$ cat config.mk
export PLATFORM = sky130hd
export DESIGN_NAME = coap_header_option_parser_unit_flat
export DESIGN_NICKNAME = d
export VERILOG_FILES = /design/src/rtl/chop_pkg.sv /design/src/rtl/chop_if.sv /design/src/rtl/coap_header_option_parser_unit.sv /design/src/rtl/chop_step.sv /design/src/rtl/chop_out_reg.sv /design/src/flat_wrapper.sv
export SDC_FILE = /design/constraint.sdc
export NUM_CORES = 1
export LEC_CHECK = 0
export BUFFER_PORTS_ARGS = -buffer_cell sky130_fd_sc_hd__buf_4
export CAP_MARGIN = 20
export CORE_UTILIZATION = 35
export DETAILED_ROUTE_END_ITERATION = 16
export PLACE_DENSITY_LB_ADDON = 0.2
export SYNTH_ARGS = -nofsm -noshare
export SYNTH_HDL_FRONTEND = slang
export SYNTH_HIERARCHICAL = 1
export SYNTH_SLANG_ARGS = --single-unit
export TNS_END_PERCENT = 20
$ cat constraint.sdc
create_clock -name i_clk -period 7.4 [get_ports i_clk]
set_clock_uncertainty 0.1 [all_clocks]
set_input_delay 0.37 -clock i_clk [delete_from_list [all_inputs] [get_ports i_clk]]
set_output_delay 0.37 -clock i_clk [all_outputs]
set_load 0.005 [all_outputs]
$ cat src/rtl/chop_pkg.sv
package chop_pkg;

    // Parse phase within one datagram
    typedef enum logic [1:0] {
        PH_HEADER  = 2'd0,
        PH_OPTHDR  = 2'd1,
        PH_VALUE   = 2'd2,
        PH_PAYLOAD = 2'd3
    } t_phase;

    // Byte classification codes
    localparam logic [1:0] CLS_HEADER  = 2'd0;
    localparam logic [1:0] CLS_OPTHDR  = 2'd1;
    localparam logic [1:0] CLS_VALUE   = 2'd2;
    localparam logic [1:0] CLS_PAYLOAD = 2'd3;

    // Status codes
    localparam logic [1:0] ST_FINE    = 2'd0;
    localparam logic [1:0] ST_BAD_LEN = 2'd1;
    localparam logic [1:0] ST_TRUNC   = 2'd2;

    // Option numbers that are checked
    localparam logic [7:0] OPT_CONTENT_TYPE = 8'd1;
    localparam logic [7:0] OPT_MAX_AGE      = 8'd2;
    localparam logic [7:0] OPT_URI_PORT     = 8'd7;
    localparam logic [7:0] OPT_OBSERVE      = 8'd10;
    localparam logic [7:0] OPT_ACCEPT       = 8'd12;
    localparam logic [7:0] OPT_BLOCK2       = 8'd17;
    localparam logic [7:0] OPT_BLOCK1       = 8'd19;

    localparam logic [3:0] NIBBLE_EXT = 4'hf;
    localparam logic [8:0] EXT_BASE   = 9'd15;
    localparam logic [8:0] CT_ABSENT  = 9'd256;

    // Parser state, one datagram's worth
    typedef struct packed {
        t_phase      phase;
        logic [1:0]  hdr_pos;
        logic [3:0]  opts_left;
        logic [7:0]  opt_num;
        logic [8:0]  val_len;
        logic [8:0]  val_left;
        logic [23:0] acc;       // last three value bytes
        logic [25:0] hdr;       // type[25:24] code[23:16] tid[15:0]
        logic [24:0] blk;       // present[24] index[23:4] more[3] szx[2:0]
        logic [8:0]  ct;
        logic [1:0]  status;
        logic        ext_pending;
    } t_state;

    localparam t_state STATE_RESET = '{
        phase:       PH_HEADER,
        hdr_pos:     2'd0,
        opts_left:   4'd0,
        opt_num:     8'd0,
        val_len:     9'd0,
        val_left:    9'd0,
        acc:         24'd0,
        hdr:         26'd0,
        blk:         25'd0,
        ct:          CT_ABSENT,
        status:      ST_FINE,
        ext_pending: 1'b0
    };

    // One result transaction
    typedef struct packed {
        logic [1:0]  byte_class;
        logic [7:0]  option_number;
        logic [8:0]  option_length;
        logic [1:0]  message_type;
        logic [7:0]  method_or_response;
        logic [15:0] transaction_id;
        logic        block_present;
        logic [19:0] block_index;
        logic        block_more;
        logic [2:0]  block_size_exponent;
        logic [8:0]  payload_content_type;
        logic [1:0]  status;
    } t_result;

endpackage

$ cat src/rtl/chop_if.sv
// Byte input channel
interface chop_byte_if;
    logic       valid;
    logic       ready;
    logic [7:0] message_byte;
    logic       end_of_message;

    modport source (output valid, output message_byte, output end_of_message, input ready);
    modport sink   (input valid, input message_byte, input end_of_message, output ready);
endinterface

// Parse result channel
interface chop_result_if;
    logic        valid;
    logic        ready;
    logic [1:0]  byte_class;
    logic [7:0]  option_number;
    logic [8:0]  option_length;
    logic [1:0]  message_type;
    logic [7:0]  method_or_response;
    logic [15:0] transaction_id;
    logic        block_present;
    logic [19:0] block_index;
    logic        block_more;
    logic [2:0]  block_size_exponent;
    logic [8:0]  payload_content_type;
    logic [1:0]  status;

    modport source (
        output valid, input ready,
        output byte_class, output option_number, output option_length,
        output message_type, output method_or_response, output transaction_id,
        output block_present, output block_index, output block_more,
        output block_size_exponent, output payload_content_type, output status
    );
    modport sink (
        input valid, output ready,
        input byte_class, input option_number, input option_length,
        input message_type, input method_or_response, input transaction_id,
        input block_present, input block_index, input block_more,
        input block_size_exponent, input payload_content_type, input status
    );
endinterface

$ cat src/rtl/coap_header_option_parser_unit.sv
// Parses an early-draft CoAP datagram one byte per transaction, with
// end_of_message on the final byte, and returns one result transaction per
// byte: the byte's class plus the header fields, running option number and
// length, last block option, content type and status as they stand after
// that byte. A byte is taken every cycle while input ready is high; its result
// appears in the cycle after it is accepted, from a single result register
// fed by the per-byte parse logic, and input ready drops only while that
// register is full and the result sink stalls. After the marked last byte
// the parser is back at the start of a header.
module coap_header_option_parser_unit (
    input  logic          i_clk,
    input  logic          i_rst_n,
    chop_byte_if.sink     i_byte,
    chop_result_if.source o_result
);

    chop_pkg::t_state  r_state;
    chop_pkg::t_state  n_state;
    chop_pkg::t_result step_result;
    logic              can_load;
    logic              accept;

    assign i_byte.ready = can_load;
    assign accept       = i_byte.valid && can_load;

    // Per-byte parse logic
    chop_step u_step (
        .i_state  (r_state),
        .i_byte   (i_byte.message_byte),
        .i_last   (i_byte.end_of_message),
        .o_next   (n_state),
        .o_result (step_result)
    );

    // Parser state
    always_ff @(posedge i_clk) begin
        if (!i_rst_n) begin
            r_state <= chop_pkg::STATE_RESET;
        end else if (accept) begin
            r_state <= n_state;
        end
    end

    // Result register
    chop_out_reg u_out (
        .i_clk      (i_clk),
        .i_rst_n    (i_rst_n),
        .i_load     (accept),
        .i_result   (step_result),
        .o_can_load (can_load),
        .o_result   (o_result)
    );

    // Last byte returns the parser to the header start
    a_restart: assert property (@(posedge i_clk) disable iff (!i_rst_n)
        accept && i_byte.end_of_message |=>
            r_state.phase == chop_pkg::PH_HEADER && r_state.hdr_pos == 2'd0)
        else $error("parser not restarted after last byte");

    // Value phase always has bytes left to take
    a_value_left: assert property (@(posedge i_clk) disable iff (!i_rst_n)
        r_state.phase == chop_pkg::PH_VALUE |-> r_state.val_left != 9'd0)
        else $error("value phase with no bytes left");

    // Extended length pending only while reading option headers
    a_ext_phase: assert property (@(posedge i_clk) disable iff (!i_rst_n)
        r_state.ext_pending |-> r_state.phase == chop_pkg::PH_OPTHDR)
        else $error("extended length pending outside option header");

    // Header bytes come only before any option was parsed
    a_hdr_opt: assert property (@(posedge i_clk) disable iff (!i_rst_n)
        o_result.valid && o_result.byte_class == chop_pkg::CLS_HEADER |->
            o_result.option_number == 8'd0 && o_result.block_present == 1'b0)
        else $error("header byte after option state");

endmodule

$ cat src/rtl/chop_step.sv
module chop_step (
    input  chop_pkg::t_state  i_state,
    input  logic [7:0]        i_byte,
    input  logic              i_last,
    output chop_pkg::t_state  o_next,
    output chop_pkg::t_result o_result
);

    chop_pkg::t_state n;
    logic             start;
    logic [8:0]       start_len;
    logic             fin;
    logic             bad;
    logic [1:0]       cls;
    logic [3:0]       left_dec;

    // Per-byte state update
    always_comb begin
        n         = i_state;
        start     = 1'b0;
        start_len = 9'd0;
        fin       = 1'b0;
        bad       = 1'b0;
        cls       = chop_pkg::CLS_HEADER;
        left_dec  = 4'd0;

        case (i_state.phase)
            chop_pkg::PH_HEADER: begin
                cls = chop_pkg::CLS_HEADER;
                case (i_state.hdr_pos)
                    2'd0: begin
                        n.hdr[25:24] = i_byte[5:4];
                        n.opts_left  = i_byte[3:0];
                    end
                    2'd1: n.hdr[23:16] = i_byte;
                    2'd2: n.hdr[15:8]  = i_byte;
                    default: begin
                        n.hdr[7:0] = i_byte;
                        n.phase    = (i_state.opts_left != 4'd0) ?
                                     chop_pkg::PH_OPTHDR : chop_pkg::PH_PAYLOAD;
                    end
                endcase
                n.hdr_pos = i_state.hdr_pos + 2'd1;
            end
            chop_pkg::PH_OPTHDR: begin
                cls = chop_pkg::CLS_OPTHDR;
                if (i_state.ext_pending) begin
                    start     = 1'b1;
                    start_len = chop_pkg::EXT_BASE + {1'b0, i_byte};
                end else begin
                    n.opt_num = i_state.opt_num + {4'd0, i_byte[7:4]};
                    if (i_byte[3:0] == chop_pkg::NIBBLE_EXT) begin
                        n.ext_pending = 1'b1;
                        n.val_len     = chop_pkg::EXT_BASE;
                    end else begin
                        start     = 1'b1;
                        start_len = {5'd0, i_byte[3:0]};
                    end
                end
            end
            chop_pkg::PH_VALUE: begin
                cls        = chop_pkg::CLS_VALUE;
                n.acc      = {i_state.acc[15:0], i_byte};
                n.val_left = i_state.val_left - 9'd1;
                fin        = (i_state.val_left == 9'd1);
            end
            default: begin
                cls = chop_pkg::CLS_PAYLOAD;
            end
        endcase

        // Begin an option value
        if (start) begin
            n.ext_pending = 1'b0;
            n.val_len     = start_len;
            n.val_left    = start_len;
            n.acc         = 24'd0;
            if (start_len == 9'd0) begin
                fin = 1'b1;
            end else begin
                n.phase = chop_pkg::PH_VALUE;
            end
        end

        // Option complete: check length and record known options
        if (fin) begin
            case (n.opt_num)
                chop_pkg::OPT_CONTENT_TYPE: begin
                    if (n.val_len != 9'd1) begin
                        bad = 1'b1;
                    end else begin
                        n.ct = {1'b0, n.acc[7:0]};
                    end
                end
                chop_pkg::OPT_MAX_AGE, chop_pkg::OPT_OBSERVE: begin
                    bad = (n.val_len > 9'd4);
                end
                chop_pkg::OPT_URI_PORT: begin
                    bad = (n.val_len > 9'd2);
                end
                chop_pkg::OPT_ACCEPT: begin
                    bad = (n.val_len != 9'd1);
                end
                chop_pkg::OPT_BLOCK2, chop_pkg::OPT_BLOCK1: begin
                    if (n.val_len >= 9'd1 && n.val_len <= 9'd3) begin
                        n.blk = {1'b1, n.acc};
                    end else begin
                        bad = 1'b1;
                    end
                end
                default: begin
                    bad = 1'b0;
                end
            endcase
            if (bad && n.status == chop_pkg::ST_FINE) begin
                n.status = chop_pkg::ST_BAD_LEN;
            end
            left_dec    = n.opts_left - 4'd1;
            n.opts_left = left_dec;
            n.phase     = (left_dec != 4'd0) ? chop_pkg::PH_OPTHDR : chop_pkg::PH_PAYLOAD;
        end
    end

    // Result fields reflect the state after this byte
    always_comb begin
        o_result.byte_class           = cls;
        o_result.option_number        = n.opt_num;
        o_result.option_length        = n.val_len;
        o_result.message_type         = n.hdr[25:24];
        o_result.method_or_response   = n.hdr[23:16];
        o_result.transaction_id       = n.hdr[15:0];
        o_result.block_present        = n.blk[24];
        o_result.block_index          = n.blk[23:4];
        o_result.block_more           = n.blk[3];
        o_result.block_size_exponent  = n.blk[2:0];
        o_result.payload_content_type = n.ct;
        o_result.status               = (i_last && n.phase != chop_pkg::PH_PAYLOAD) ?
                                        chop_pkg::ST_TRUNC : n.status;
    end

    // End of datagram restarts the parser
    assign o_next = i_last ? chop_pkg::STATE_RESET : n;

endmodule

$ cat src/rtl/chop_out_reg.sv
module chop_out_reg (
    input  logic              i_clk,
    input  logic              i_rst_n,
    input  logic              i_load,
    input  chop_pkg::t_result i_result,
    output logic              o_can_load,
    chop_result_if.source     o_result
);

    logic              r_valid;
    logic              n_valid;
    chop_pkg::t_result r_data;

    // Free when empty or being drained this cycle
    assign o_can_load = !r_valid || o_result.ready;

    always_comb begin
        n_valid = r_valid;
        if (i_load) begin
            n_valid = 1'b1;
        end else if (o_result.ready) begin
            n_valid = 1'b0;
        end
    end

    always_ff @(posedge i_clk) begin
        if (!i_rst_n) begin
            r_valid <= 1'b0;
        end else begin
            r_valid <= n_valid;
        end
    end

    always_ff @(posedge i_clk) begin
        if (i_load) begin
            r_data <= i_result;
        end
    end

    assign o_result.valid                = r_valid;
    assign o_result.byte_class           = r_data.byte_class;
    assign o_result.option_number        = r_data.option_number;
    assign o_result.option_length        = r_data.option_length;
    assign o_result.message_type         = r_data.message_type;
    assign o_result.method_or_response   = r_data.method_or_response;
    assign o_result.transaction_id       = r_data.transaction_id;
    assign o_result.block_present        = r_data.block_present;
    assign o_result.block_index          = r_data.block_index;
    assign o_result.block_more           = r_data.block_more;
    assign o_result.block_size_exponent  = r_data.block_size_exponent;
    assign o_result.payload_content_type = r_data.payload_content_type;
    assign o_result.status               = r_data.status;

endmodule

$ cat src/flat_wrapper.sv
// flat-port wrapper written by rule: the top's interface ports become plain ports
module coap_header_option_parser_unit_flat 
  (i_clk, i_rst_n, i_byte_valid, i_byte_message_byte, i_byte_end_of_message, i_byte_ready, o_result_valid, o_result_ready, o_result_byte_class, o_result_option_number, o_result_option_length, o_result_message_type, o_result_method_or_response, o_result_transaction_id, o_result_block_present, o_result_block_index, o_result_block_more, o_result_block_size_exponent, o_result_payload_content_type, o_result_status);
  chop_byte_if i_byte_i ();
  chop_result_if o_result_i ();
  input  logic i_clk;
  input  logic i_rst_n;
  input wire logic [$bits(i_byte_i.valid)-1:0] i_byte_valid;
  input wire logic [$bits(i_byte_i.message_byte)-1:0] i_byte_message_byte;
  input wire logic [$bits(i_byte_i.end_of_message)-1:0] i_byte_end_of_message;
  output wire logic [$bits(i_byte_i.ready)-1:0] i_byte_ready;
  output wire logic [$bits(o_result_i.valid)-1:0] o_result_valid;
  input wire logic [$bits(o_result_i.ready)-1:0] o_result_ready;
  output wire logic [$bits(o_result_i.byte_class)-1:0] o_result_byte_class;
  output wire logic [$bits(o_result_i.option_number)-1:0] o_result_option_number;
  output wire logic [$bits(o_result_i.option_length)-1:0] o_result_option_length;
  output wire logic [$bits(o_result_i.message_type)-1:0] o_result_message_type;
  output wire logic [$bits(o_result_i.method_or_response)-1:0] o_result_method_or_response;
  output wire logic [$bits(o_result_i.transaction_id)-1:0] o_result_transaction_id;
  output wire logic [$bits(o_result_i.block_present)-1:0] o_result_block_present;
  output wire logic [$bits(o_result_i.block_index)-1:0] o_result_block_index;
  output wire logic [$bits(o_result_i.block_more)-1:0] o_result_block_more;
  output wire logic [$bits(o_result_i.block_size_exponent)-1:0] o_result_block_size_exponent;
  output wire logic [$bits(o_result_i.payload_content_type)-1:0] o_result_payload_content_type;
  output wire logic [$bits(o_result_i.status)-1:0] o_result_status;
  assign i_byte_i.valid = i_byte_valid;
  assign i_byte_i.message_byte = i_byte_message_byte;
  assign i_byte_i.end_of_message = i_byte_end_of_message;
  assign i_byte_ready = i_byte_i.ready;
  assign o_result_valid = o_result_i.valid;
  assign o_result_i.ready = o_result_ready;
  assign o_result_byte_class = o_result_i.byte_class;
  assign o_result_option_number = o_result_i.option_number;
  assign o_result_option_length = o_result_i.option_length;
  assign o_result_message_type = o_result_i.message_type;
  assign o_result_method_or_response = o_result_i.method_or_response;
  assign o_result_transaction_id = o_result_i.transaction_id;
  assign o_result_block_present = o_result_i.block_present;
  assign o_result_block_index = o_result_i.block_index;
  assign o_result_block_more = o_result_i.block_more;
  assign o_result_block_size_exponent = o_result_i.block_size_exponent;
  assign o_result_payload_content_type = o_result_i.payload_content_type;
  assign o_result_status = o_result_i.status;
  coap_header_option_parser_unit u_core (.i_clk(i_clk), .i_rst_n(i_rst_n), .i_byte(i_byte_i), .o_result(o_result_i));
endmodule
# --- After elaboration in Yosys (flattened, before gate mapping) ---
# Cells that the tools add are included.
classes:
  n_addsub: 5
  magnitude_cmp: 4
  n_eq_ne: 15
  mux: 46
  reduce_logical: 22
ops:
  columns: ["cell", "count"]
  rows:
  - ["121-bit two-way mux", 1]
  - ["25-bit two-way mux", 2]
  - ["9-bit two-way mux", 5]
  - ["42-bit two-way mux", 1]
  - ["36-bit two-way mux", 1]
  - ["17-bit two-way mux", 2]
  - ["33-bit two-way mux", 1]
  - ["8-bit two-way mux", 4]
  - ["26-bit two-way mux", 1]
  - ["8-bit by 4-bit == test with 1-bit output (second input constant)", 2]
  - ["8-bit by 5-bit == test with 1-bit output (second input constant)", 2]
  - ["2-bit two-way mux", 8]
  - ["1-bit two-way mux", 15]
  - ["4-bit two-way mux", 3]
  - ["4-bit by 8-bit adder with 9-bit output (first input constant)", 1]
  - ["9-bit by 1-bit == test with 1-bit output (second input constant)", 1]
  - ["9-bit by 1-bit greater-or-equal comparator with 1-bit output (second input constant)", 1]
  - ["9-bit by 2-bit > comparator with 1-bit output (second input constant)", 1]
  - ["9-bit by 3-bit > comparator with 1-bit output (second input constant)", 1]
  - ["9-bit by 2-bit <= comparator with 1-bit output (second input constant)", 1]
  - ["9-bit logical NOT", 1]
  - ["9-bit by 1-bit inequality test with 1-bit output (second input constant)", 1]
  - ["9-bit by 1-bit subtractor with 9-bit output (second input constant)", 1]
  - ["8-bit by 4-bit adder with 8-bit output", 1]
  - ["21 further kinds", 34]
totals:
  regBits: 203
  input_bits: 13
  output_inout_bits: 83
  word_cells: 117

# --- Logic depth before layout (Yosys ltp) ---
logic_depth:
  word_depth: 14
  mapped_depth: 16
  mapped_depth_nobuf: 12

# --- Hierarchy ---
# The synthesis kept the hierarchy.
by_module_without_submodules:
  columns: ["module", "n_inst", "cells_each", "area_each_um2", "seq_area_each_um2"]
  rows:
  - ["coap_header_option_parser_unit", 1, 553, 4631.9, 2422.3]
  - ["chop_step", 1, 563, 3661.0, 0.0]
  - ["chop_out_reg", 1, 85, 2481.1, 2452.4]

# --- Worst setup path before layout ---
# Ideal clock, no wire load.
synth_timing:
  path_type: "input port to flip-flop"
  start: "in i_byte_message_byte[0]"
  end: "reg u_core.u_out.r_data (netlist bit u_core/u_out/o_result.block_index[10]), data pin"
  setup_time_ps: 268
  arrival_ps: 2946
  required_ps: 7032
  slack_ps: 4086
  cell_stages: 13
  n_path_buf: 4
  path_cell_list: "clkbuf_1 -> inv_1 -> ha_1 -> or3b_4 -> o311a_1 -> a2111oi_4 -> a21boi_2 -> nand4bb_1 -> buf_4 -> buf_6 -> clkbuf_1 -> nand2_1 -> o31ai_1"
synth_lines:
  columns: ["item", "line", "source"]
  rows:
  - ["from (decl)", "flat_wrapper.sv:9", "input wire logic [$bits(i_byte_i.message_byte)-1:0] i_byte_message_byte;"]
  - ["to (signal assigned)", "chop_out_reg.sv:36", "r_data <= i_result;"]
  - ["to (decl)", "chop_out_reg.sv:12", "chop_pkg::t_result r_data;"]

==> run summary <==
• sequential cell area fraction in the yosys report: 45.2%
• reg-to-reg endpoint: u_core/r_state[16]
• number of nets in the layout: 1240
• # rows: 63
• peak ir drop on the vdd network: 0.000145 V
• Slowest-stage cell, CP: sky130_fd_sc_hd__dfxtp_1
• post-cts resize count: 0
• final weighted congestion in routability-driven placement: 0.851
• class of the most critical hold timing path: in2reg
• count of synthesis-stage warnings from yosys: 6
• total leakage power: 4.58 nW
• Crit Path Class: reg2reg
• power per standard cell area: 207 nW/um^2
• y dimension of the die: 177 microns
• number of antenna-violating nets in the routed design: 0
• largest net degree at the start of global routing: 143
• portion of netlist area occupied by mux cells: 6.79%
• Critical Path End Type: flip-flop
• worst-case reg-to-reg path depth: 11
• sequential standard cell area: 4870 sq um
• share of synthesized cell area in and, or, nand and nor gates: 24.9%
• arrival time at the worst endpoint: 4.35 ns
• area of the die: 31500 sq um
• met3 routed wirelength: 1.40 mm
• count of unresolved DRC violations after routing: 0
• launch point of the worst reg-to-reg path: u_core/r_state[0]
• Tightest Pin Transition: 1.06 ns
• worst setup slack before clock tree synthesis: 2.75 ns
• initial antenna violation count: 0
• setup slack of the worst register-to-register path: 3.32 ns
• buffers added on ports: 95
• post-route clock period utilization: 55.1%
• post-synthesis net count: 1229
• filler cell count: 2974
• Post-Route Setup TNS: 0 ns
• clk root buf: sky130_fd_sc_hd__clkbuf_16
• die width: 177 microns
• detailed-placement wirelength estimate: 16.8 mm
• Detailed Routing Iterations Pass 1: 5
• Num CTS Buffers: 23
• proportion of synthesized flip-flops having asynchronous set or reset: 0%
• buffers plus inverters on the worst setup path: 1
• worst-case setup margin in the final layout: 3.32 ns
• hold_ws: 0.261 ns
• outcome: completed
• first-pass GRT wire length: 46.1 mm
• Layout Area Growth over Synthesis: 13.4%
• Synth Area in Compound Gates: 12.8%
• adder and majority cell fraction of the synthesized area: 1.81%
• total congestion overflow: 0
• via-per-instance ratio: 5.45
• number of diodes added for antenna fixing: 0
• later-pin clock latency in the skew report: 0.51 ns
• CP Cell Sequence: nor4b_1 > mux2i_1 > nor2_1 > or3_1 > nor3_2 > nand4bb_4 > buf_16 > mux2_1 > nor2b_1 > nand4_1 > o21ai_1
• number of buffers inserted to repair setup after CTS: 0
• highest clock rate: 245 MHz
• shortest clock period the worst path allows after layout: 4.08 ns
• synthesized instance count: 1201
• via count of the first global-routing pass: 8154
• timing startpoint of the critical path: u_core/r_state[0]
• MaxCap Viol Count: 0
• number of distinct library cells after synthesis: 66
• wire length reported by the detailed router: 29.2 mm
• buffer depth of the longest clock path: 3
• total standard cell area after synthesis: 10800 sq um
• uppermost routed layer: met4
• end point of the critical path: u_core/r_state[16]
• dominant combinational cell family by area after synthesis: simple AND/OR/NAND/NOR gates
• final hold violation count: 0
• CTS tree: built
• GRT Util Overall: 18.2%
• Worst EP required: 7.67 ns
• core occupancy in the finished layout: 40.8%
• number of enable flip-flop cells after synthesis: 81
• RSZ-0062 raised after global routing: no
• leading register cell type out of synthesis: sky130_fd_sc_hd__dfxtp_1
• area of the multi-input gates: 5230 sq um
• # clock sinks: 203
• Core Region: 30000 sq um
• Met2 Wirelength: 13.1 mm
• critical path peak fanout: 67
• mean routed wirelength per cell: 18.1 microns
• kind of launch point of the worst setup path: flip-flop
• # IOs: 96
• share of the synthesized netlist area taken by xor and xnor gates: 2.11%
• H-tree Lvls: 1
• wire length the detailed router placed on met1: 14.3 mm
• Final Setup Violations: 0
• remaining max-slew budget at the tightest pin: 29.5%
• flip-flop and latch count after synthesis: 203
• # hold bufs at CTS: 0
• slowest stage delay, CP: 0.85 ns
• fin. max-slew vios: 0
• clock slew at reported path FFs: 0.06 ns
• average cell area after synthesis: 8.97 sq um
• Starting DRT DRC Count: 882
• number of stages on the worst setup path: 11
• fraction of layout cells with a size suffix above 1: 15.8%
• number of vias after detailed routing: 8818
• cell family contributing the most delay on the critical path: simple AND/OR/NAND/NOR gates
• initial core utilization: 36.0%
cells by family (layout without fill, tap and decap cells):
logic type / count (synthesis) / after routing
xor+xnor: 26 / 26
mux: 68 / 68
buf+inv: 138 / 165
flops: 203 / 203
simple gates: 522 / 522
compound gates: 229 / 229
fa+ha+maj: 15 / 15
final cells by class:
| cell class | instances | share of cell area (%) |
|---|---|---|
| Multi-Input combinational cell | 860 | 42.8 |
| Clock inverter | 5 | 0.594 |
| Tap cell | 390 | 3.99 |
| Sequential cell | 203 | 39.9 |
| Timing Repair Buffer | 107 | 6.77 |
| Inverter | 17 | 0.522 |
| Clock buffer | 36 | 5.44 |
cells in the final DEF (no fill, tap or decap), types with 34 or more instances in the layout:
cell type	n
sky130_fd_sc_hd__buf_4	105
sky130_fd_sc_hd__dfxtp_1	122
sky130_fd_sc_hd__edfxtp_1	81
sky130_fd_sc_hd__mux2_2	37
sky130_fd_sc_hd__nand2_1	172
sky130_fd_sc_hd__nand4_1	122
sky130_fd_sc_hd__nor2_1	86
sky130_fd_sc_hd__nor2b_1	58
sky130_fd_sc_hd__o21ai_1	114
sky130_fd_sc_hd__o31ai_1	34
metrics by stage:
stage	power (mW)	area (sq um)	instances
6_report	2.53	12200	1618
5_1_grt	2.62	12200	1618
4_1_cts	2.56	12200	1617
3_5_place_dp	1.42	11500	1576
3_3_place_gp	1.42	11500	1576
2_1_floorplan	1.34	10800	1201
worst reg2reg max path, delay by kind of cell, from the launching register on:
kind | cells | cell delay [ns]
AND/OR/NAND/NOR | 7 | 1.84
AO/OA/AOI/OAI | 1 | 0.08
flip-flops | 1 | 0.85
multiplexers | 2 | 0.80
buffers and inverters | 1 | 0.28
power breakdown:
part	internal [mW]	total [mW]	switching [mW]	leakage, nW
sequential	1.19	1.20	0.0118	1.80
clock	0.682	1.13	0.453	0.358
combinational	0.0578	0.192	0.134	2.42
total	1.93	2.53	0.599	4.58
Yosys cell counts, types with 4 or more instances:
cell type | n | area share (%)
sky130_fd_sc_hd__a211oi_1 | 5 | 0.35
sky130_fd_sc_hd__a21o_1 | 9 | 0.63
sky130_fd_sc_hd__a21oi_1 | 27 | 1.3
sky130_fd_sc_hd__and2_1 | 6 | 0.35
sky130_fd_sc_hd__buf_1 | 6 | 0.21
sky130_fd_sc_hd__buf_2 | 52 | 2.4
sky130_fd_sc_hd__buf_6 | 13 | 1.4
sky130_fd_sc_hd__clkbuf_1 | 49 | 1.7
sky130_fd_sc_hd__dfxtp_1 | 122 | 23
sky130_fd_sc_hd__edfxtp_1 | 81 | 23
sky130_fd_sc_hd__ha_1 | 14 | 1.6
sky130_fd_sc_hd__inv_1 | 17 | 0.59
sky130_fd_sc_hd__mux2_1 | 4 | 0.42
sky130_fd_sc_hd__mux2_2 | 37 | 3.9
sky130_fd_sc_hd__mux2i_1 | 27 | 2.5
sky130_fd_sc_hd__nand2_1 | 172 | 6.0
sky130_fd_sc_hd__nand2b_1 | 7 | 0.41
sky130_fd_sc_hd__nand3_1 | 11 | 0.51
sky130_fd_sc_hd__nand3b_1 | 17 | 1.2
sky130_fd_sc_hd__nand4_1 | 122 | 7.1
sky130_fd_sc_hd__nor2_1 | 86 | 3.0
sky130_fd_sc_hd__nor2b_1 | 58 | 3.4
sky130_fd_sc_hd__nor3_1 | 14 | 0.65
sky130_fd_sc_hd__nor3b_1 | 4 | 0.28
sky130_fd_sc_hd__o21ai_0 | 17 | 0.79
sky130_fd_sc_hd__o21ai_1 | 114 | 5.3
sky130_fd_sc_hd__o31ai_1 | 34 | 2.4
sky130_fd_sc_hd__xnor2_1 | 13 | 1.1
sky130_fd_sc_hd__xor2_1 | 13 | 1.1
routing by layer:
metal	track usage [%]	vias to the layer above
met4	4.34	0
met2	27.8	227
met5	0	-
met3	2.25	37
li1	-	4319
met1	27.1	4235
registers in the layout, indices dropped and copies added, names as in the netlist:
| register | count |
|---|---|
| u_core/r_state | 121 |
| u_core/u_out/o_result.block_index | 20 |
| u_core/u_out/o_result.block_more | 1 |
| u_core/u_out/o_result.block_present | 1 |
| u_core/u_out/o_result.block_size_exponent | 3 |
| u_core/u_out/o_result.byte_class | 2 |
| u_core/u_out/o_result.message_type | 2 |
| u_core/u_out/o_result.method_or_response | 8 |
| u_core/u_out/o_result.option_length | 9 |
| u_core/u_out/o_result.option_number | 8 |
| u_core/u_out/o_result.payload_content_type | 9 |
| u_core/u_out/o_result.status | 2 |
| u_core/u_out/o_result.transaction_id | 16 |
| u_core/u_out/o_result.valid | 1 |
worst min-delay path by stage:
stage | startpoint | to | slack, ns | cells past startpoint
finish | i_byte_valid | u_core/r_state[7] | 0.26 | 3
global route | i_byte_message_byte[1] | u_core/u_out/o_result.method_or_response[1] | 0.26 | 2
CTS | i_byte_message_byte[1] | u_core/u_out/o_result.method_or_response[1] | 0.24 | 2
detailed placement | u_core/r_state[37] | u_core/r_state[37] | 0.34 | 2
global placement | u_core/r_state[48] | u_core/r_state[48] | 0.33 | 2
floorplan | u_core/r_state[36] | u_core/r_state[36] | 0.32 | 2
(Power assumes the default switching activity.)
